`src/cpc_pkg.sv`:
```
// Package for coprime_pair_counter: sizes, Mobius codes, FSM state type,
// and the command/status structs between the controller and the datapath.
// No dependencies.
package cpc_pkg;

    localparam int MAX_VALUE = 65536;
    localparam int EXT_W     = 17;
    localparam int CNT_W     = 33;
    localparam int AW        = $clog2(MAX_VALUE + 1);
    localparam int CW        = AW + 1;
    localparam int DCW       = $clog2(AW + 1);

    localparam logic [1:0] MU_ZERO = 2'b00;
    localparam logic [1:0] MU_POS  = 2'b01;
    localparam logic [1:0] MU_NEG  = 2'b11;

    typedef enum logic [3:0] {
        ST_CLR,
        ST_P_WAIT,
        ST_P_CHK,
        ST_F_RD,
        ST_F_WR,
        ST_SQ,
        ST_IDLE,
        ST_Q_RD,
        ST_Q_CHK,
        ST_DIV,
        ST_MUL,
        ST_ACC,
        ST_FIN
    } state_t;

    typedef struct packed {
        logic clr_wr;
        logic p_init;
        logic p_inc;
        logic k_init;
        logic flip_wr;
        logic sq_init;
        logic sq_wr;
        logic q_load;
        logic rd_d;
        logic d_inc;
        logic div_start;
        logic div_step;
        logic mul;
        logic acc;
        logic out_load;
    } cmd_t;

    typedef struct packed {
        logic k_last;
        logic p_done;
        logic p_prime;
        logic k_done;
        logic sq_done;
        logic d_done;
        logic mu_zero;
        logic div_last;
        logic out_full;
    } sts_t;

endpackage

```
`src/cpc_ctrl.sv`:
```
// Controller FSM for coprime_pair_counter: sieve sequencing and query loop.
// Depends on cpc_pkg.
module cpc_ctrl
    import cpc_pkg::*;
(
    input  logic clk,
    input  logic rst_n,
    input  logic req_valid,
    output logic req_stall,
    input  sts_t sts,
    output cmd_t cmd
);

    state_t state_reg;
    state_t state_next;

    always_ff @(posedge clk or negedge rst_n)
    begin
        if (!rst_n)
        begin
            state_reg <= ST_CLR;
        end
        else
        begin
            state_reg <= state_next;
        end
    end

    always_comb
    begin
        state_next = state_reg;
        cmd        = '0;
        req_stall  = 1'b1;
        case (state_reg)
            ST_CLR:
            begin
                cmd.clr_wr = 1'b1;
                if (sts.k_last)
                begin
                    cmd.p_init = 1'b1;
                    state_next = ST_P_WAIT;
                end
            end
            ST_P_WAIT:
            begin
                state_next = ST_P_CHK;
            end
            ST_P_CHK:
            begin
                if (sts.p_done)
                begin
                    state_next = ST_IDLE;
                end
                else if (sts.p_prime)
                begin
                    cmd.k_init = 1'b1;
                    state_next = ST_F_RD;
                end
                else
                begin
                    cmd.p_inc  = 1'b1;
                    state_next = ST_P_WAIT;
                end
            end
            ST_F_RD:
            begin
                if (sts.k_done)
                begin
                    cmd.sq_init = 1'b1;
                    state_next  = ST_SQ;
                end
                else
                begin
                    state_next = ST_F_WR;
                end
            end
            ST_F_WR:
            begin
                cmd.flip_wr = 1'b1;
                state_next  = ST_F_RD;
            end
            ST_SQ:
            begin
                if (sts.sq_done)
                begin
                    cmd.p_inc  = 1'b1;
                    state_next = ST_P_WAIT;
                end
                else
                begin
                    cmd.sq_wr = 1'b1;
                end
            end
            ST_IDLE:
            begin
                req_stall = 1'b0;
                if (req_valid)
                begin
                    cmd.q_load = 1'b1;
                    state_next = ST_Q_RD;
                end
            end
            ST_Q_RD:
            begin
                cmd.rd_d = 1'b1;
                if (sts.d_done)
                begin
                    state_next = ST_FIN;
                end
                else
                begin
                    state_next = ST_Q_CHK;
                end
            end
            ST_Q_CHK:
            begin
                cmd.rd_d = 1'b1;
                if (sts.mu_zero)
                begin
                    cmd.d_inc  = 1'b1;
                    state_next = ST_Q_RD;
                end
                else
                begin
                    cmd.div_start = 1'b1;
                    state_next    = ST_DIV;
                end
            end
            ST_DIV:
            begin
                cmd.div_step = 1'b1;
                if (sts.div_last)
                begin
                    state_next = ST_MUL;
                end
            end
            ST_MUL:
            begin
                cmd.mul    = 1'b1;
                state_next = ST_ACC;
            end
            ST_ACC:
            begin
                cmd.acc    = 1'b1;
                cmd.d_inc  = 1'b1;
                state_next = ST_Q_RD;
            end
            ST_FIN:
            begin
                if (!sts.out_full)
                begin
                    cmd.out_load = 1'b1;
                    state_next   = ST_IDLE;
                end
            end
            default:
            begin
                state_next = ST_CLR;
            end
        endcase
    end

endmodule

```
`config.mk`:
```
export PLATFORM = sky130hd
export DESIGN_NAME = cpc_ctrl
export DESIGN_NICKNAME = d
export VERILOG_FILES = /design/src/cpc_pkg.sv /design/src/cpc_ctrl.sv
export SDC_FILE = /design/constraint.sdc
export NUM_CORES = 1
export LEC_CHECK = 0
export BUFFER_PORTS_ARGS = -buffer_cell sky130_fd_sc_hd__buf_2
export CAP_MARGIN = 20
export CORE_MARGIN = 1.5
export CORE_UTILIZATION = 35
export CTS_CLUSTER_DIAMETER = 40
export DETAILED_ROUTE_END_ITERATION = 8
export SYNTH_ARGS = -nofsm -noshare
export SYNTH_HDL_FRONTEND = slang
export SYNTH_SLANG_ARGS = --single-unit
```
`constraint.sdc`:
```
create_clock -name clk -period 4.47 [get_ports clk]
set_input_delay 1.1175 -clock clk [delete_from_list [all_inputs] [get_ports clk]]
set_output_delay 1.1175 -clock clk [all_outputs]
set_load 0.02 [all_outputs]
```
-- Word-level counts from Yosys, hierarchy flattened
Cells that the tools add are included.
- flip-flop bits (word level): 4
- input bits: 12
- output and inout port bits: 16
- word-level logic and storage cells: 58
- equality and inequality tests: 17
- muxes and demuxes: 37
- reduce and logical (&&, ||, !) cells: 3
- operators with widths (cell ; count):
    case mux 4 bit (13 select lines) ; 1
    two-way mux 4 bit ; 7
    two-way mux 1 bit ; 23
    equality test 4 bit, second input constant ; 5
    equality test 4 x 3 -> 1 bit, second input constant ; 4
    inequality test 2 bit, second input constant ; 5
    equality test 4 x 2 -> 1 bit, second input constant ; 2
    two-way mux 2 bit ; 3
    AND reduction 5 bit ; 1
    equality test 4 x 1 -> 1 bit, second input constant ; 1
    logical NOT 4 bit ; 1
    case mux 1 bit (2 select lines) ; 2
    two-way mux 3 bit ; 1
    OR reduction 2 bit ; 1

-- Depth between registers and ports, before layout
Gate-level depths: netlist of the first run.
- word-level depth: 3
- mapped depth: 6
- depth with buffers taken out: 4

-- Worst setup path after synthesis of the first run
Ideal clock, no wire load.
- path type: input to output
- start point: input sts[7] in the netlist's numbering
- end point: output cmd[12] in the netlist's numbering
- arrival: 1843 ps
- data required time: 3353 ps
- setup slack: 1510 ps
- stages on the path: 3
- path buffers: 0
- path through: nor3_1 > nand2b_1 > o21ai_0
- RTL lines (item ; line ; RTL):
    start: declaration ; cpc_ctrl.sv:10 ; input sts_t sts,
    end: declaration ; cpc_ctrl.sv:11 ; output cmd_t cmd

==> flow_metrics.tcl, run 1 <==
set metrics [dict create \
    vias_per_cell 5.426 \
    drt-pass1-iter-count 4 \
    slowest_stage "buf_2" \
    grt_overflow_total 0 \
    multi_input_area_um2 400.4 \
    clk_root_buffer_cell "clkbuf_4" \
    worstPathCellList "buf_2 > nor3_1 > nand2b_1 > o21ai_0 > buf_2" \
    htreeDepth 1 \
    cp_max_fo 2 \
    synth_top_cell_by_area "dfrtp_1" \
    ff_latch_area_um2 100.1 \
    clockBufferDepth 2 \
    finalCriticalPeriod_ns 2.947 \
    critPathBufInv 2 \
    synth_cells 76 \
    n_antenna_cell 0 \
    fmax_ghz 0.3393 \
    finalSetupTns_ns 0 \
    grt_max_degree 20 \
    tritoncts "done" \
    swShare_pct 52.69 \
    setup_viol 0 \
    power_density_mw_per_mm2 684.7 \
    ys_seq_area_share_pct 17.98 \
    die_h_um 42.89 \
    grt_antenna_before_repair 0 \
    clkTransAtPathRegs_ns 0.04 \
    clock_power_share_pct 9.6 \
    worst_setup_path_start_kind "primary input" \
    wire_per_inst_um 11.89 \
    n_fill_cell 166 \
    synthToLayoutAreaGrowth_pct 22.47 \
    finalMaxSlewViolations 0 \
    drive_gt1_share_pct 36.36 \
    portBuffers 27 \
    critPathKind "in -> out" \
    syn-cell-area_um2 556.8 \
    seq_power_share_pct 25.8 \
    final_cells 115 \
    gp_congestion 0.7162 \
    combPwrFrac_pct 64.6 \
    synth_area_per_cell_um2 7.326 \
    cts_made_buffers 3 \
    yosys_warnings 0 \
    power.leakage_nw 0.3492 \
    ir_drop_v 0.0002844 \
    final.period_utilization_pct 65.93 \
    cts_sinks 4 \
    rows 14 \
    synth_cell_types 35 \
    clock_latency_ns 0.23 \
    maxCapViolations 0 \
    crit_top_cell "buf_2" \
    p_sw_mw 0.2460 \
    fin_nets 113 \
    holdBufCountCts 0 \
    cts_resized 0 \
    synth_seq_cells 4 \
    vias 624 \
    slew_headroom_pct 66.06 \
    coreArea_mm2 0.001489 \
    synthArstFlopShare_pct 100.0 \
    cts_setup_buffers 0 \
    synth_area_leaders "dfrtp_1 (18%), buf_6 (6.1%), nand2b_1 (5.6%)" \
    worst_hold_slack_ns 0.6756 \
    ant_nets 0 \
    hold_class "in -> async" \
    track_usage_pct 14.89 \
    status "complete, no violations" \
    drc 0 \
    initial_core_util_pct 37.39 \
    synth_top_area_share_pct 17.98 \
    reg2reg_slack_ns 2.77 \
    drtIter0Drc 12 \
    p_int_mw 0.2209 \
    io_pins 28 \
    wirelength_um 1367 \
    skew_ns 0.002212 \
    utilization_pct 45.80 \
    dp_hpwl_um 1028 \
    ys.flop_type "dfrtp_1" \
    grt_pass1_vias 495 \
    worst_slew_pin_slew_ns 0.5090 \
    grt_pass1_wl_um 2159 \
    final_hold_viol_count 0 \
    dieArea_mm2 0.001839 \
    cp_data_required_time_ns 3.35 \
    critical-path-max-stage-delay_ns 0.18 \
    endpoint_kind "primary output" \
    largest_reg_flops 4 \
    crit_family "buffers and inverters" \
    crit_arrival_ns 1.83 \
    synth_edf_count 0 \
    p_total_mw 0.4669 \
    die_x_um 42.89 \
    rsz0062_at_grt "no" \
    dp.cells 112 \
    synthesis.nets 88 \
]
-- metrics by stage --
step	setup slack [ns]	area [um^2]
global placement	1.533	659.4
floorplan	1.510	556.8
finish	1.523	681.9
detailed placement	1.532	659.4
CTS	1.526	681.9
global route	1.445	681.9
-- layout make-up --
type	count	share of cell area, %
multi-input combinational	64	58.72
sequential	4	14.68
tap	16	2.936
timing repair buffer	27	19.82
clock buffer	3	3.303
inverter	1	0.5505
-- cell families after synthesis --
logic type      Yosys count  synth area share, %
compound gates           19                24.05
buf+inv                   8                10.11
flops                     4                17.98
mux                       3                5.842
simple gates             42                42.03
-- path summary, 6_finish.rpt --
path,from,endpoint,cells past startpoint
hold / removal,rst_n,state_reg[1],1
setup / recovery,sts[7],cmd[12],5
max in group asynchronous,rst_n,state_reg[3],1
setup reg to reg,state_reg[2],state_reg[2],3
min in group clk,state_reg[1],state_reg[3],2
hold reg to reg,state_reg[1],state_reg[3],2
-- cell usage in the layout (no fill, tap or decap) --
cell type / synthesis / final
nor2b_1: 4 / 4
inv_1: 1 / 1
o22a_1: 1 / 1
or2b_1: 1 / 1
or3b_1: 1 / 1
and2b_2: 1 / 1
mux2i_1: 1 / 1
and3_1: 2 / 2
nand3b_1: 1 / 1
a21oi_1: 3 / 3
a222oi_1: 1 / 1
a211o_1: 2 / 2
nor3_1: 5 / 5
buf_2: 3 / 27
dfrtp_1: 4 / 4
o211a_1: 1 / 1
and2_1: 1 / 1
nand2b_1: 5 / 5
nor3b_1: 1 / 1
o21ai_0: 5 / 5
nand2_1: 7 / 7
o22ai_1: 1 / 1
nor2_1: 8 / 8
a21boi_0: 1 / 1
nor4b_1: 1 / 1
nand2b_2: 1 / 1
and3b_1: 1 / 1
mux2_2: 2 / 2
clkbuf_4: 0 / 3
or2_1: 1 / 1
nand3_1: 1 / 1
o21ai_2: 2 / 2
o32ai_1: 1 / 1
o211ai_1: 1 / 1
-- power groups by stage --
stage / sequential, mW / clock (mW) / combinational (mW)
final: 0.121 / 0.0449 / 0.301
after global routing: 0.126 / 0.0496 / 0.336
after CTS: 0.120 / 0.0459 / 0.303
after detailed placement: 0.121 / 0 / 0.301
after global placement: 0.122 / 0 / 0.301
after floorplan: 0.0700 / 0 / 0.307
-- per-layer routing --
layer / part of all wire [%] / up-vias / wire [um] / track usage [%]
met3: 5.2 / 2 / 71 / 1.277
met2: 47 / 24 / 637 / 24.24
met1: 47 / 279 / 648 / 20.93
met5: 0 / - / 0 / 0
met4: 0.66 / 0 / 9 / 3.750
li1: - / 319 / - / -
-- cell usage after synthesis (all sizes together) (2+ instances only) --
library cell,count
nor3,5
dfrtp,4
o21ai,7
nor2,8
nor2b,4
mux2,2
nand2b,6
a211o,2
a21oi,3
buf,6
and3,2
nand2,7
No activity file was read; power rests on OpenSTA's default activity.
==> run 2: changes to the inputs <==
--- a/config.mk
+++ b/config.mk
@@ -11,6 +11,7 @@
 export CORE_UTILIZATION = 35
 export CTS_CLUSTER_DIAMETER = 40
 export DETAILED_ROUTE_END_ITERATION = 8
+export PLACE_DENSITY = 0.66
 export SYNTH_ARGS = -nofsm -noshare
 export SYNTH_HDL_FRONTEND = slang
 export SYNTH_SLANG_ARGS = --single-unit
==> constraint.sdc (replaced) <==
create_clock -name clk -period 2.61 [get_ports clk]
set_input_delay 0.6525 -clock clk [delete_from_list [all_inputs] [get_ports clk]]
set_output_delay 0.6525 -clock clk [all_outputs]
set_load 0.02 [all_outputs]
==> flow_metrics.tcl, run 2 (synthesis gave the netlist of run 1 again) <==
set metrics [dict create \
    holdBufCountCts 0 \
    drtIter0Drc 17 \
    crit_family "flip-flops" \
    vias_per_cell 5.661 \
    initial_core_util_pct 37.39 \
    drc 0 \
    slew_headroom_pct 69.67 \
    reg2reg_depth 3 \
    die_h_um 42.89 \
    worstReg2RegStart "state_reg[2]" \
    maxCapViolations 0 \
    clk_root_buffer_cell "clkbuf_4" \
    critical-path-max-stage-delay_ns 0.61 \
    largest_reg_flops 4 \
    n_antenna_cell 0 \
    vias 651 \
    ant_nets 0 \
    slowest_stage "dfrtp_1" \
    cts_resized 0 \
    synthToLayoutAreaGrowth_pct 22.47 \
    io_pins 28 \
    portBuffers 27 \
    worst_slew_pin_slew_ns 0.4550 \
    wire_per_inst_um 11.69 \
    skew_ns 0.002549 \
    clock_latency_ns 0.24 \
    crit_arrival_ns 1.62 \
    clockBufferDepth 2 \
    worstPathCellList "or2b_1 > nor3_1 > buf_2" \
    cts_setup_buffers 0 \
    critPathKind "reg -> out" \
    coreArea_mm2 0.001489 \
    wirelength_um 1344 \
    dp_hpwl_um 1022 \
    finalMaxSlewViolations 0 \
    grt_pass1_vias 457 \
    finalInstanceArea_um2 681.9 \
    reg2reg_slack_ns 0.95 \
    power_density_mw_per_mm2 1168 \
    ir_drop_v 0.0005258 \
    fmax_ghz 0.4394 \
    layout_common_cells "buf_2 (27), nor2_1 (8), nand2_1 (7)" \
    grt_overflow_total 0 \
    finalSetupTns_ns 0 \
    gp_congestion 0.7691 \
    endpoint_kind "primary output" \
    cts_sinks 4 \
    cp_max_fo 19 \
    dp_slack_ns 0.5255 \
    drt-pass1-iter-count 4 \
    dieArea_mm2 0.001839 \
    layout_setup_ws_ns 0.3341 \
    tritoncts "done" \
    setup_viol 0 \
    grt_max_degree 20 \
    finalCriticalPeriod_ns 2.276 \
    htreeDepth 1 \
    place_area_um2 659.4 \
    worst_setup_path_start_kind "register" \
    hold_class "in -> async" \
    cts_made_buffers 3 \
    final_hold_viol_count 0 \
    critPathBufInv 1 \
    clkTransAtPathRegs_ns 0.04 \
    final.period_utilization_pct 87.20 \
    fin_nets 113 \
    rsz0062_at_grt "no" \
    cp_data_required_time_ns 1.96 \
    power.leakage_nw 0.3492 \
    die_x_um 42.89 \
    status "complete, no violations" \
    utilization_pct 45.80 \
    grt_antenna_before_repair 0 \
    rows 14 \
    r2r_end "state_reg[2]" \
    grt_pass1_wl_um 1959 \
    drive_gt1_share_pct 36.36 \
    track_usage_pct 14.11 \
    final_common_cell "buf_2" \
]
==> run 2: per-layer routing <==
metal	global-route usage [%]	share of wire, %
met5	0	0
met4	9.375	1.6
met3	1.277	4.4
met2	20.91	52
met1	19.17	42
==> run 2: cell type report <==
class / instances / area [um^2]
multi-input cells: 64 / 400.4
inverters: 1 / 3.754
fillers: 157 / 807.0
flip-flops and latches: 4 / 100.1
well taps: 16 / 20.02
repair buffers: 27 / 135.1
clock buffers: 3 / 22.52
==> run 2: how the worst max path moves through the flow <==
| stage | depth (start not counted) | slack, ns | from | to |
|---|---|---|---|---|
| detailed placement | 5 | 0.53 | sts[7] | cmd[12] |
| floorplan | 5 | 0.25 | state_reg[1] | cmd[13] |
| finish | 3 | 0.33 | state_reg[2] | cmd[8] |
| CTS | 5 | 0.34 | state_reg[2] | cmd[12] |
| global placement | 5 | 0.55 | sts[7] | cmd[12] |
| global route | 5 | 0.23 | state_reg[2] | cmd[12] |
==> run 2: power breakdown <==
group          total (mW)  switching [mW]  leakage, nW  internal [mW]
Clock              0.0775          0.0260       0.0138         0.0515
Combinational       0.518           0.286        0.287          0.232
Sequential          0.201           0.106       0.0483         0.0947
==> run 2: stage by stage <==
step	hold WS, ns	power, mW	std cells
4_1_cts	0.1983	0.8033	115
5_1_grt	0.2054	0.8623	115
6_report	0.2100	0.7962	115
3_5_place_dp	0.4589	0.7184	112
3_3_place_gp	0.4576	0.7116	112
2_1_floorplan	0.3569	0.6463	76
==> run 2: worst register-to-register path: stages (launching register included) <==
cell and delay (ns):
dfrtp_1 0.61, or2b_1 0.35, o21ai_2 0.22, mux2_2 0.36
